$ cat src/bole_pkg.sv
// ----------------------------------------------------------------------------
// bole_pkg: shared types and constants of the bounded ordered list engine
// Sizes, request and status codes, and the per-cell command.
// ----------------------------------------------------------------------------
`default_nettype none

package bole_pkg;

    localparam int DEPTH   = 16;
    localparam int CNT_W   = $clog2(DEPTH + 1);
    localparam int IDX_W   = $clog2(DEPTH);
    localparam int POS_W   = 8;
    localparam int CMP_W   = ((CNT_W > POS_W) ? CNT_W : POS_W) + 1;
    localparam int DATA_W  = 32;
    localparam int OPC_W   = 2;
    localparam int STAT_W  = 3;
    localparam int ECNT_W  = 5;

    typedef logic signed [DATA_W-1:0] data_t;
    typedef logic [CNT_W-1:0]         cnt_t;
    typedef logic [IDX_W-1:0]         idx_t;

    typedef enum logic [OPC_W-1:0] {
        OP_INS_FRONT  = 2'd0,
        OP_INS_END    = 2'd1,
        OP_REM_LAST   = 2'd2,
        OP_REM_BEFORE = 2'd3
    } opcode_t;

    typedef enum logic [STAT_W-1:0] {
        ST_OK     = 3'd0,
        ST_FULL   = 3'd1,
        ST_EMPTY  = 3'd2,
        ST_NOPREV = 3'd3,
        ST_BEYOND = 3'd4
    } status_t;

    typedef enum logic [1:0] {
        CELL_HOLD   = 2'd0,
        CELL_FRONT  = 2'd1,
        CELL_END    = 2'd2,
        CELL_REMOVE = 2'd3
    } cell_op_t;

    typedef struct packed {
        cell_op_t op;
        idx_t     sel;
    } cell_cmd_t;

endpackage

`default_nettype wire

$ cat src/bounded_ordered_list_engine.sv
// ----------------------------------------------------------------------------
// bounded_ordered_list_engine: ordered list of signed entries held in cells
// Insert at front or end, remove last, or remove before a position; every
// request gives one result with status, removed value and new count.
// ----------------------------------------------------------------------------
// Result: the result of each accepted request is registered in the output register.
// Throughput: one request per cycle while m_tready stays high; every cell
//   shifts or loads in parallel at the accepting edge. A held result with
//   m_tready low stalls the input until it is taken.
// Reset: aresetn (synchronous, active low) empties the list and the output
//   register; the cell contents are left as they are.
`default_nettype none

module bounded_ordered_list_engine (
    input  wire logic        aclk,
    input  wire logic        aresetn,
    input  wire logic        s_tvalid,
    output logic             s_tready,
    input  wire logic [47:0] s_tdata,  // opcode[1:0], value[33:2], position[41:34], zero pad
    output logic             m_tvalid,
    input  wire logic        m_tready,
    output logic [39:0]      m_tdata   // status[2:0], removed_value[34:3], entry_count[39:35]
);

    bole_pkg::opcode_t    opcode;
    bole_pkg::data_t      value;
    logic [bole_pkg::POS_W-1:0] position;

    logic                 go;
    bole_pkg::cnt_t       count_reg;
    bole_pkg::cnt_t       count_next;
    bole_pkg::status_t    status;
    bole_pkg::cell_cmd_t  cmd;

    bole_pkg::data_t      cell_data [bole_pkg::DEPTH];
    bole_pkg::data_t      cell_rd   [bole_pkg::DEPTH];
    bole_pkg::data_t      removed;

    logic                 out_valid_reg;
    bole_pkg::status_t    out_status_reg;
    bole_pkg::data_t      out_removed_reg;
    logic [bole_pkg::ECNT_W-1:0] out_count_reg;
    logic [bole_pkg::CNT_W+bole_pkg::ECNT_W-1:0] count_wide;

    assign opcode   = bole_pkg::opcode_t'(s_tdata[1:0]);
    assign value    = s_tdata[33:2];
    assign position = s_tdata[41:34];

    assign s_tready = !out_valid_reg || m_tready;
    assign go       = s_tvalid && s_tready;

    bole_ctrl u_ctrl (
        .go         (go),
        .opcode     (opcode),
        .position   (position),
        .count      (count_reg),
        .status     (status),
        .count_next (count_next),
        .cmd        (cmd)
    );

    for (genvar i = 0; i < bole_pkg::DEPTH; i++) begin : g_cell
        bole_pkg::data_t left_d;
        bole_pkg::data_t right_d;
        if (i == 0) begin : g_first
            assign left_d = value;
        end else begin : g_mid_l
            assign left_d = cell_data[i-1];
        end
        if (i == bole_pkg::DEPTH - 1) begin : g_last
            assign right_d = cell_data[i];
        end else begin : g_mid_r
            assign right_d = cell_data[i+1];
        end
        bole_cell u_cell (
            .aclk       (aclk),
            .cmd        (cmd),
            .my_idx     (bole_pkg::IDX_W'(i)),
            .left_data  (left_d),
            .right_data (right_d),
            .ins_value  (value),
            .data       (cell_data[i]),
            .rd_data    (cell_rd[i])
        );
    end

    // only the selected cell drives a nonzero read
    always_comb begin
        removed = '0;
        for (int i = 0; i < bole_pkg::DEPTH; i++) begin
            removed = removed | cell_rd[i];
        end
    end

    assign count_wide = {{bole_pkg::ECNT_W{1'b0}}, count_next};

    always_ff @(posedge aclk) begin
        if (!aresetn) begin
            count_reg     <= '0;
            out_valid_reg <= 1'b0;
        end else begin
            if (go) begin
                count_reg     <= count_next;
                out_valid_reg <= 1'b1;
            end else if (m_tready) begin
                out_valid_reg <= 1'b0;
            end
        end
    end

    always_ff @(posedge aclk) begin
        if (go) begin
            out_status_reg  <= status;
            out_removed_reg <= removed;
            out_count_reg   <= count_wide[bole_pkg::ECNT_W-1:0];
        end
    end

    assign m_tvalid = out_valid_reg;
    assign m_tdata  = {out_count_reg, out_removed_reg, out_status_reg};

    a_count_bound: assert property (@(posedge aclk) disable iff (!aresetn)
        count_reg <= bole_pkg::CNT_W'(bole_pkg::DEPTH))
        else $error("entry count exceeds depth");

    a_fail_no_value: assert property (@(posedge aclk) disable iff (!aresetn)
        (out_valid_reg && out_status_reg != bole_pkg::ST_OK) |-> out_removed_reg == '0)
        else $error("failed request reports a removed value");

    a_insert_grows: assert property (@(posedge aclk) disable iff (!aresetn)
        (go && status == bole_pkg::ST_OK &&
         (opcode == bole_pkg::OP_INS_FRONT || opcode == bole_pkg::OP_INS_END))
        |=> count_reg == $past(count_reg) + bole_pkg::CNT_W'(1))
        else $error("insert did not grow the list");

    a_hold_when_idle: assert property (@(posedge aclk) disable iff (!aresetn)
        !go |=> $stable(count_reg))
        else $error("count changed without a transaction");

endmodule

`default_nettype wire

$ cat src/bole_cell.sv
// ----------------------------------------------------------------------------
// bole_cell: one list slot
// Holds one entry; takes its left or right neighbor, loads the new value,
// or holds, as the broadcast command and its own index decide.
// ----------------------------------------------------------------------------
`default_nettype none

module bole_cell (
    input  wire logic               aclk,
    input  wire bole_pkg::cell_cmd_t cmd,
    input  wire bole_pkg::idx_t      my_idx,
    input  wire bole_pkg::data_t     left_data,
    input  wire bole_pkg::data_t     right_data,
    input  wire bole_pkg::data_t     ins_value,
    output bole_pkg::data_t          data,
    output bole_pkg::data_t          rd_data
);

    bole_pkg::data_t data_reg;
    bole_pkg::data_t data_next;

    always_comb begin
        data_next = data_reg;
        unique case (cmd.op)
            bole_pkg::CELL_HOLD:   data_next = data_reg;
            bole_pkg::CELL_FRONT:  data_next = left_data;
            bole_pkg::CELL_END: begin
                if (my_idx == cmd.sel) begin
                    data_next = ins_value;
                end
            end
            bole_pkg::CELL_REMOVE: begin
                // close the gap: everything from the removed slot up moves down
                if (my_idx >= cmd.sel) begin
                    data_next = right_data;
                end
            end
            default: data_next = data_reg;
        endcase
    end

    always_ff @(posedge aclk) begin
        data_reg <= data_next;
    end

    assign data    = data_reg;
    assign rd_data = (cmd.op == bole_pkg::CELL_REMOVE && my_idx == cmd.sel) ?
                     data_reg : '0;

endmodule

`default_nettype wire

$ cat src/bole_ctrl.sv
// ----------------------------------------------------------------------------
// bole_ctrl: request decoder
// Checks a request against the current count, returns its status and the
// new count, and builds the command broadcast to the cells.
// ----------------------------------------------------------------------------
`default_nettype none

module bole_ctrl (
    input  wire logic                go,
    input  wire bole_pkg::opcode_t    opcode,
    input  wire logic [bole_pkg::POS_W-1:0] position,
    input  wire bole_pkg::cnt_t       count,
    output bole_pkg::status_t         status,
    output bole_pkg::cnt_t            count_next,
    output bole_pkg::cell_cmd_t       cmd
);

    logic                       full;
    logic                       empty;
    logic [bole_pkg::CMP_W-1:0] pos_ext;
    logic [bole_pkg::CMP_W-1:0] cnt_plus1;
    logic [bole_pkg::CMP_W-1:0] pos_less2;
    bole_pkg::cnt_t             cnt_less1;

    assign full      = (count == bole_pkg::CNT_W'(bole_pkg::DEPTH));
    assign empty     = (count == '0);
    assign pos_ext   = bole_pkg::CMP_W'(position);
    assign cnt_plus1 = bole_pkg::CMP_W'(count) + bole_pkg::CMP_W'(1);
    assign pos_less2 = pos_ext - bole_pkg::CMP_W'(2);
    assign cnt_less1 = count - bole_pkg::CNT_W'(1);

    always_comb begin
        status     = bole_pkg::ST_OK;
        count_next = count;
        cmd.op     = bole_pkg::CELL_HOLD;
        cmd.sel    = '0;
        unique case (opcode)
            bole_pkg::OP_INS_FRONT, bole_pkg::OP_INS_END: begin
                if (full) begin
                    status = bole_pkg::ST_FULL;
                end else begin
                    count_next = count + bole_pkg::CNT_W'(1);
                    cmd.op     = (opcode == bole_pkg::OP_INS_FRONT) ?
                                 bole_pkg::CELL_FRONT : bole_pkg::CELL_END;
                    cmd.sel    = count[bole_pkg::IDX_W-1:0];
                end
            end
            bole_pkg::OP_REM_LAST: begin
                if (empty) begin
                    status = bole_pkg::ST_EMPTY;
                end else begin
                    count_next = cnt_less1;
                    cmd.op     = bole_pkg::CELL_REMOVE;
                    cmd.sel    = cnt_less1[bole_pkg::IDX_W-1:0];
                end
            end
            bole_pkg::OP_REM_BEFORE: begin
                priority if (pos_ext <= bole_pkg::CMP_W'(1)) begin
                    status = bole_pkg::ST_NOPREV;
                end else if (empty) begin
                    status = bole_pkg::ST_EMPTY;
                end else if (pos_ext > cnt_plus1) begin
                    status = bole_pkg::ST_BEYOND;
                end else begin
                    count_next = cnt_less1;
                    cmd.op     = bole_pkg::CELL_REMOVE;
                    cmd.sel    = pos_less2[bole_pkg::IDX_W-1:0];
                end
            end
            default: status = bole_pkg::ST_OK;
        endcase
        // no transaction this cycle: leave the cells alone
        if (!go) begin
            cmd.op = bole_pkg::CELL_HOLD;
        end
    end

endmodule

`default_nettype wire
$ cat config.mk
export PLATFORM = sky130hd
export DESIGN_NAME = bounded_ordered_list_engine
export DESIGN_NICKNAME = d
export VERILOG_FILES = /design/src/bole_pkg.sv /design/src/bounded_ordered_list_engine.sv /design/src/bole_cell.sv /design/src/bole_ctrl.sv
export SDC_FILE = /design/constraint.sdc
export NUM_CORES = 1
export LEC_CHECK = 0
export BUFFER_PORTS_ARGS = -buffer_cell sky130_fd_sc_hd__buf_4
export CAP_MARGIN = 10
export CORE_MARGIN = 5
export CORE_UTILIZATION = 40
export CTS_CLUSTER_DIAMETER = 50
export DETAILED_ROUTE_END_ITERATION = 12
export PLACE_DENSITY = 0.61
export SLEW_MARGIN = 20
export SYNTH_ARGS = -nofsm -noshare
export SYNTH_HDL_FRONTEND = slang
export SYNTH_HIERARCHICAL = 1
export SYNTH_SLANG_ARGS = --single-unit
$ cat constraint.sdc
create_clock -name aclk -period 8.8 [get_ports aclk]
set_input_delay 0.44 -clock aclk [delete_from_list [all_inputs] [get_ports aclk]]
set_output_delay 0.44 -clock aclk [all_outputs]
set_load 0.02 [all_outputs]
Word level (Yosys, flattened, before mapping)
Cells that the tools add are included.
{"block": "word_totals", "reg_bits": 558, "elab_cells": 239, "in_bits": 52}
{"block": "op_classes", "add_sub_neg": 4, "reduce_logical": 42, "n_bitwise": 17, "n_eq_ne": 53, "n_mux": 85, "magnitude_cmp": 17}
{"cell": "32-bit two-way mux", "n": 47}
{"cell": "32-bit one-hot mux with 3 select lines", "n": 15}
{"cell": "32-bit OR", "n": 15}
{"cell": "32-bit one-hot mux with 2 select lines", "n": 1}
{"cell": "2-bit by 1-bit != test with 1-bit output, second input constant", "n": 31}
{"cell": "3-bit AND reduction", "n": 15}
{"cell": "4-bit equality test, first input constant", "n": 8}
{"cell": "6-bit two-way mux", "n": 5}
{"cell": "4-bit greater-or-equal comparator, first input constant", "n": 7}
{"cell": "5-bit two-way mux", "n": 5}
{"cell": "6-bit one-hot mux with 3 select lines", "n": 1}
{"cell": "1-bit logical AND", "n": 17}
{"cell": "3-bit by 4-bit equality test with 1-bit output, first input constant", "n": 4}
{"cell": "3-bit by 4-bit greater-or-equal comparator with 1-bit output, first input constant", "n": 4}
{"cell": "5-bit one-hot mux with 3 select lines", "n": 1}
{"cell": "3-bit two-way mux", "n": 3}
{"cell": "3-bit one-hot mux with 3 select lines", "n": 1}
{"cell": "2-bit equality test, second input constant", "n": 4}
{"cell": "2-bit by 4-bit equality test with 1-bit output, first input constant", "n": 2}
{"cell": "1-bit by 4-bit greater-or-equal comparator with 1-bit output, first input constant", "n": 2}
{"cell": "2-bit by 4-bit greater-or-equal comparator with 1-bit output, first input constant", "n": 2}
{"cell": "8-bit by 6-bit > comparator with 1-bit output", "n": 1}
{"cell": "8-bit by 1-bit <= comparator with 1-bit output, second input constant", "n": 1}
{"cell": "5-bit by 1-bit adder with 6-bit output, second input constant", "n": 1}
{"cell": "17 further kinds", "n": 25}

Logic depth before layout (Yosys ltp)
Gate-level depths: netlist of run 1.
{"block": "depth", "word_depth": 25, "ltp_mapped": 17}

Cells and area by module
Netlist of run 1, hierarchy kept.
{"module": "bole_cell", "area_per_inst_um2": 2010.7, "cells_each": 192, "seq_area_each_um2": 960.9, "instances": 16}
{"module": "bounded_ordered_list_engine", "area_per_inst_um2": 2467.4, "cells_each": 229, "seq_area_each_um2": 1321.3, "instances": 1}
{"module": "bole_ctrl", "area_per_inst_um2": 740.7, "cells_each": 105, "seq_area_each_um2": 0.0, "instances": 1}

Worst setup path after synthesis of run 1
OpenSTA, ideal clock, no wires.
{"block": "synth_timing", "kind": "reg-to-reg", "from": "register count_reg[1]", "to": "register g_cell[11].u_cell.data_reg[0] (enable)", "arrival_ns": 4.970, "n_path_buf": 0, "path_stages_with_launch": 13, "path_slack_ns": 3.400, "setup_ns": 0.431, "cell_sequence": "dfxtp_1 > ha_1 > nand3_1 > xor2_1 > ha_1 > a211oi_1 > a22oi_2 > o21ai_2 > nand2_1 > o21ai_0 > ha_1 > nand3_1 > o211ai_1"}
{"element": "from (decl)", "line_no": "bounded_ordered_list_engine.sv:30", "source": "bole_pkg::cnt_t count_reg;"}
{"element": "from (signal assigned)", "line_no": "bounded_ordered_list_engine.sv:103", "source": "count_reg <= count_next;"}
{"element": "to (signal assigned)", "line_no": "bole_cell.sv:43", "source": "data_reg <= data_next;"}
{"element": "to (decl)", "line_no": "bole_cell.sv:19", "source": "bole_pkg::data_t data_reg;"}

==> results.md, run 1 <==
- Syn Area/Cell: 10.4 um2
- CTS Root Cell: clkbuf_16
- Boundary Pins: 94
- DR WL/cell: 21.0 um
- # resized after CTS: 0
- Hold Buf Count CTS: 0
- Clock Sinks: 558
- DR DRC count: 0
- Largest net degree at the start of global routing: 274
- Min-Delay Path Depth: 3
- Sw frac: 27.8%
- Vias in the first global route: 24000
- Clock power share: 43.2%
- GR peak layer: met2
- Crit-path max FO: 188
- Post-synthesis cell area: 0.0354 mm2
- IO Port Bufs: 87
- Fin nets: 3588
- Post-synth EDFFs: 552
- Worst Tran Pin Value: 1.08 ns
- Internal cell power: 5.56 mW
- Largest register FFs: 512
- GRT Util Overall: 20.1%
- Synth warn: 6
- Pwr/cell area: 196 mW/mm2
- Met3 Use GR: 2.43%
- Final Hold Fails: 0
- Layout cell share with drive strength beyond 1: 9.15%
- Setup crit start: count_reg[1]
- Minimum clock period: 5.52 ns
- DPL Wire Length: 52500 um
- CORE AREA: 0.0881 mm2
- Outcome: finished, final reports clean
- Worst reg-to-reg path cell count: 14
- H-tree Lvls: 3
- Max Root-Sink Buffers: 3
- Reg clk slew, reported paths: 0.05 ns
- Clock buffer count from CTS: 81
- Worst R2R Setup Slack: 3.28 ns
- GR Layer Usage met2: 33.0%
- Routed Wire Length: 98500 um
- FP Rows: 109
- Starting DRC count in detailed routing: 2294
- RePlAce Congestion: 0.763
- Sequential area share after synthesis: 47.2%
- Sequential power share: 43.3%
- Final slew viol count: 0
- Crit. End Element: flop
- Critical Path RT: 9.11 ns
- Psw: 2.14 mW
- Pwr Total: 7.70 mW
- Origin of the worst min-delay path: s_tvalid
- Die H: 307 um
- M1 GR Usage: 28.5%
- Crit path arrival time: 5.83 ns
- CP Class: flop to flop
- Fin worst setup slack: 3.28 ns
- Fmax: 0.181 GHz
- Reg2reg start: count_reg[1]
- Area Overhead vs Synth: 10.9%
- Yosys reg bits: 558
- Cell with the largest stage delay on the worst path: buf_4
- Die width: 307 um
- # setup viols final: 0
- Global-route wire length before repair: 148000 um
- Skew final: 0.0325 ns
- GRT overflow: 0
- CTS tree: done
- Tcrit/Tclk final: 62.7%
- Syn Inst Count: 3406
- Worst-Skew Late Latency: 0.64 ns
- Vias per cell: 5.42
- RSZ-0062 raised after global routing: no
- Most used DFF post-synth: edfxtp_1
- FFs w/ async S/R, synth: 0%
- Post-DRT Antenna Nets: 0
- Critical path startpoint category: flop
- Pre-CTS setup slack: 3.39 ns
- Final Util: 44.5%
- Worst min path class: input port to flop
- Logic pwr share: 13.4%
- Worst path cell trace: ha_1 > nand3_1 > xor2_1 > ha_1 > a211oi_1 > a22oi_2 > o21ai_2 > a21boi_2 > nor2_2 > o21a_4 > buf_4 > buf_12 > buf_4 > a21oi_1
- Fin Hold WS: 0.0857 ns
- Die area: 0.0945 mm2
- Slew HR: 27.7%
- Min-Delay Endpoint: m_tvalid
- P_leak: 13.9 nW
- Drt first pass iters: 6
- Setup bufs post-CTS: 0
- Antenna violations before repair: 6
- Maxcap violations: 0
- Reg2reg end: g_cell[2].u_cell/data[19]
- Max stage delay on crit path: 0.89 ns
- Count of cell types in the netlist: 53
- Setup TNS: 0 ns
- Via count: 25500
- Initial Util: 40.2%
- Worst VDD drop: 134 uV
power by group through the flow:
stage	sequential, mW	clock, mW	combinational [mW]
finish	3.34	3.33	1.03
global route	3.36	3.52	1.14
CTS	3.34	3.40	1.03
detailed placement	3.39	0	1.03
global placement	3.39	0	1.01
floorplan	3.36	0	0.748
metal layers:
| layer | share of wire (%) | routed length [um] |
|---|---|---|
| met1 | 46 | 45400 |
| met3 | 5.0 | 4960 |
| met2 | 47 | 46000 |
| met4 | 2.2 | 2210 |
| met5 | 0.013 | 13 |
synth_stat cells (all sizes together) (2+ instances only):
library cell,number,area share (%)
xnor2,4,0.099
nand2,40,0.45
o21a,2,0.042
inv,73,0.78
buf,196,4.6
o21ai,27,0.39
nand2b,19,0.36
xor2,4,0.099
nor2,535,6.1
a21oi,516,7.3
nor3,3,0.057
o211ai,19,0.42
nand4,33,0.58
clkbuf,34,0.36
nor2b,18,0.32
o21bai,16,0.34
dfxtp,6,0.34
edfxtp,552,47
o221ai,3,0.074
o22ai,2,0.035
mux2i,517,15
nor4,129,2.3
conb,2,0.021
and2,530,9.4
a21boi,2,0.053
nand3,38,1.1
ha,75,2.7
area by class of cell:
class,count,area [um2]
Tap cell,1165,1460
Clock inverter,63,703
Fill cell,8429,48900
Inverter,73,277
Clock buffer,88,2050
Multi-Input combinational cell,2607,16900
Sequential cell,558,16700
Timing Repair Buffer,140,1150
Antenna cell,3,7.51
metrics by stage:
stage               cells  cell area, um2
floorplan            3468           35600
global placement     4542           36400
detailed placement   4542           36400
CTS                  4693           39200
global route         4694           39200
finish               4697           39200
cell families (layout without fill, tap and decap cells):
family	after synthesis	count (layout)	share of synthesized area (%)
AO/OA/AOI/OAI	593	593	8.82
buffers and inverters	303	364	5.77
multiplexers	517	517	14.6
other	2	67	0.0212
flip-flops	558	558	47.2
adder cells (fa/ha/maj)	75	75	2.65
XOR/XNOR	8	8	0.198
AND/OR/NAND/NOR	1350	1350	20.7
cells in the final DEF, fill, tap and decap left out, types with 4 or more instances in the layout:
cell	synthesis	final
o211ai_1	18	18
ha_1	75	75
clkbuf_1	33	7
inv_1	72	72
edfxtp_1	552	552
o21ai_0	26	25
clkbuf_16	0	81
o21bai_1	16	16
inv_6	0	10
nor2_1	515	515
nor2b_1	18	18
nor4_1	129	129
xor2_1	4	4
bufinv_16	0	9
buf_12	0	6
nand2_1	38	38
clkinvlp_4	0	10
conb_1	2	64
nand3_4	16	16
mux2i_1	517	517
nand3_1	22	22
a21oi_1	516	516
and2_1	529	529
clkinv_4	0	5
buf_4	17	133
nor2_4	18	18
dfxtp_1	6	6
clkinv_1	0	11
clkinv_2	0	11
nand4_1	33	33
xnor2_1	4	4
nand2b_1	18	18
worst max-delay path by stage:
| stage | end | slack, ns |
|---|---|---|
| after floorplan | g_cell[11].u_cell/data[0] | 3.40 |
| after global placement | out_removed_reg[30] | 3.37 |
| after detailed placement | g_cell[12].u_cell/data[19] | 3.39 |
| after CTS | g_cell[5].u_cell/data[19] | 3.38 |
| after global routing | g_cell[2].u_cell/data[19] | 2.87 |
| final | g_cell[2].u_cell/data[19] | 3.28 |
critical path: cells and delay by family (launching register included):
kind | cells | cell delay [ns]
buf+inv | 3 | 2.16
compound gates | 6 | 1.16
fa+ha+maj | 2 | 0.60
flops | 1 | 0.48
simple gates | 2 | 0.27
xor+xnor | 1 | 0.23
(Power assumes the default switching activity.)
==> run 2: changes to the inputs <==
==> constraint.sdc (replaced) <==
create_clock -name aclk -period 5.2 [get_ports aclk]
set_input_delay 0.26 -clock aclk [delete_from_list [all_inputs] [get_ports aclk]]
set_output_delay 0.26 -clock aclk [all_outputs]
set_load 0.02 [all_outputs]
==> run 2 against run 1 <==
Against the previous run:
- sequential cell count is the same
- clock skew shrank 0.0065 ns
- sequential power grew 69%
- highest routed layer is now met4
- die area is the same
- register-to-register slack lost 3.0 ns
- hold slack gained 0.014 ns
- global-route usage grew 0.38 points
- core utilization grew 0.36 points
- non-clock buffer count grew 15
- cell area grew 0.81%
==> results.md, run 2 (synthesis gave the netlist of run 1 again) <==
- Outcome: finished, final reports clean
- Die width: 307 um (unchanged)
- CTS Root Cell: clkbuf_16
- Setup bufs post-CTS: 0 (unchanged)
- DR WL/cell: 21.3 um (+1.6%)
- M1 WL: 46400 um (+2.2%)
- Highest Signal Layer: met4
- Max Root-Sink Buffers: 3 (unchanged)
- Antenna violations before repair: 6 (unchanged)
- Multi-input gate area: 0.0169 mm2 (unchanged)
- Via count: 25700 (+1.1%)
- CP delay by family, top: simple AND/OR/NAND/NOR gates
- CTS tree: done
- P_leak: 14.1 nW (+0.97%)
- Worst VDD drop: 272 uV (+100%)
- Die area: 0.0945 mm2 (unchanged)
- Crit-path max FO: 24 (-87%)
- Commonest non-fill, non-tap cell in the layout: edfxtp_1
- Fmax: 0.204 GHz (+12%)
- Clock Sinks: 558 (unchanged)
- Vias per cell: 5.47 (+0.84%)
- RePlAce Congestion: 0.773 (+1.4%)
- Sequential Area: 0.0167 mm2 (unchanged)
- Vias in the first global route: 24200 (+0.95%)
- IO Port Bufs: 87 (unchanged)
- Drt first pass iters: 5 (-1)
- Area Overhead vs Synth: 11.8%
- DR DRC count: 0 (unchanged)
- GRT overflow: 0 (unchanged)
- RSZ-0062 raised after global routing: no
- Boundary Pins: 94 (unchanged)
- Reg clk slew, reported paths: 0.06 ns (about the same)
- Final Hold Fails: 0 (unchanged)
- Critical Path RT: 5.63 ns (-3.48 ns)
- Pwr/cell area: 330 mW/mm2 (+68%)
- CORE AREA: 0.0881 mm2 (unchanged)
- Initial Util: 40.2% (unchanged)
- Buf/Inv on CP: 3 (unchanged)
- Origin of the worst min-delay path: s_tdata[1]
- Largest register FFs: 512 (unchanged)
- Worst min path class: input port to flop
- Hold Buf Count CTS: 3 (+3)
- # fillers: 8347 (-0.97%)
- FP Rows: 109 (unchanged)
- Tcrit/Tclk final: 94.4% (+32 points)
- Clock buffer count from CTS: 81 (unchanged)
- Routed Wire Length: 100000 um (+1.9%)
- Post-DRT Antenna Nets: 0 (unchanged)
- Crit. End Element: flop
- Critical path startpoint category: flop
- DPL Wire Length: 54900 um (+4.6%)
- Minimum clock period: 4.91 ns (-0.610 ns)
- Pwr Total: 13.1 mW (+70%)
- # resized after CTS: 0 (unchanged)
- Commonest cells after routing, fill and taps aside: edfxtp_1 (552), and2_1 (529), mux2i_1 (517)
- Final slew viol count: 0 (unchanged)
- Worst Tran Pin Value: 1.21 ns (+0.131 ns)
- Setup crit start: count_reg[0]
- Worst path cell trace: ha_1 > nand3_1 > xor2_1 > ha_1 > a211oi_1 > a22oi_2 > o21ai_2 > nand2_1 > o221ai_1 > buf_12 > inv_1 > ha_1 > nand3_4 > nor2_4 > buf_4 > and2_1 > nor4_1 > nand4_1
- DR WL met2: 46200 um (+0.49%)
- # setup viols final: 0 (unchanged)
- Layout cell share with drive strength beyond 1: 9.19% (+0.033 points)
- Maxcap violations: 0 (unchanged)
- Worst-Skew Late Latency: 0.63 ns (about the same)
- CP Class: flop to flop
- H-tree Lvls: 3 (unchanged)
- Max stage delay on crit path: 0.94 ns (+0.05 ns)
- Die H: 307 um (unchanged)
- Fin nets: 3603 (+0.42%)
- CP most frequent cell: ha_1
- Global-route wire length before repair: 151000 um (+1.5%)
- Crit path arrival time: 5.34 ns (-0.49 ns)
- Cell with the largest stage delay on the worst path: nor2_4
- Largest net degree at the start of global routing: 246 (-10%)
- Slew HR: 18.8% (-8.9 points)
- Reg2reg start: count_reg[0]
- Starting DRC count in detailed routing: 2477 (+8.0%)
- GRT Util Overall: 20.5% (+0.38 points)
- DR WL met3: 5790 um (+17%)
- Setup TNS: 0 ns (unchanged)
- Finished Layout Cells: 4708 (+0.23%)
- Post-placement cell count: 4555 (+0.29%)
- Skew final: 0.0259 ns (-0.00651 ns)
-- run 2: cell types whose count changed in the layout (fill, tap and decap cells not counted), moves of 2 or more --
cell           delta
buf_12           +20
buf_4             -7
clkbuf_1          +3
clkbuf_16         +2
clkinv_4          +3
clkinv_8          -2
clkinvlp_4        -6
diode_2           +2
dlygate4sd3_1     +3
inv_6             -7
-- run 2: cell type report --
| cell class | count | share of cell area, % |
|---|---|---|
| Multi-Input combinational cell | 2607 | 42.7 |
| Sequential cell | 558 | 42.2 |
| Clock buffer | 93 | 5.35 |
| Timing Repair Buffer | 155 | 3.78 |
| Tap cell | 1165 | 3.69 |
| Clock inverter | 52 | 1.53 |
| Inverter | 73 | 0.699 |
| Antenna cell | 5 | 0.0316 |
-- run 2: tightest hold or removal path: cells and delay by family --
| family | cells | cell delay [ns] |
|---|---|---|
| buffers and inverters | 1 | 0.19 |
| and+or+nand+nor | 1 | 0.07 |
| AOI/OAI and AO/OA | 1 | 0.07 |
-- run 2: final timing paths --
check                                      endpoint  slack (ns)  cells after the start
worst min-delay path              out_status_reg[1]        0.10                      3
worst max-delay path            out_removed_reg[30]        0.29                     18
worst min register to register         count_reg[0]        0.56                      2
worst max register to register  out_removed_reg[30]        0.29                     18
-- run 2: stage by stage --
| stage | worst slack (ns) | hold WS, ns | instance area [um2] | util (%) |
|---|---|---|---|---|
| 2_1_floorplan | 0.104 | 0.399 | 35600 | - |
| 4_1_cts | 0.338 | 0.0539 | 39500 | 44.9 |
| 3_3_place_gp | 0.446 | 0.514 | 36800 | 41.8 |
| 5_1_grt | 0.0871 | 0.0959 | 39500 | 44.9 |
| 6_report | 0.293 | 0.100 | 39500 | 44.9 |
| 3_5_place_dp | 0.375 | 0.526 | 36800 | 41.8 |
-- run 2: per-layer routing --
layer | global-route usage [%] | up-vias
met5 | 0 | -
met4 | 5.21 | 0
met3 | 2.68 | 128
met2 | 32.8 | 719
met1 | 29.6 | 12500
li1 | - | 12400
-- run 2: report_power, final --
| part | switching [mW] | leakage, nW | total (mW) | internal (mW) |
|---|---|---|---|---|
| logic | 1.16 | 7.59 | 1.82 | 0.653 |
| registers | 0.213 | 5.16 | 5.64 | 5.43 |
| clock network | 2.16 | 1.32 | 5.60 | 3.44 |
| total | 3.53 | 14.1 | 13.1 | 9.52 |
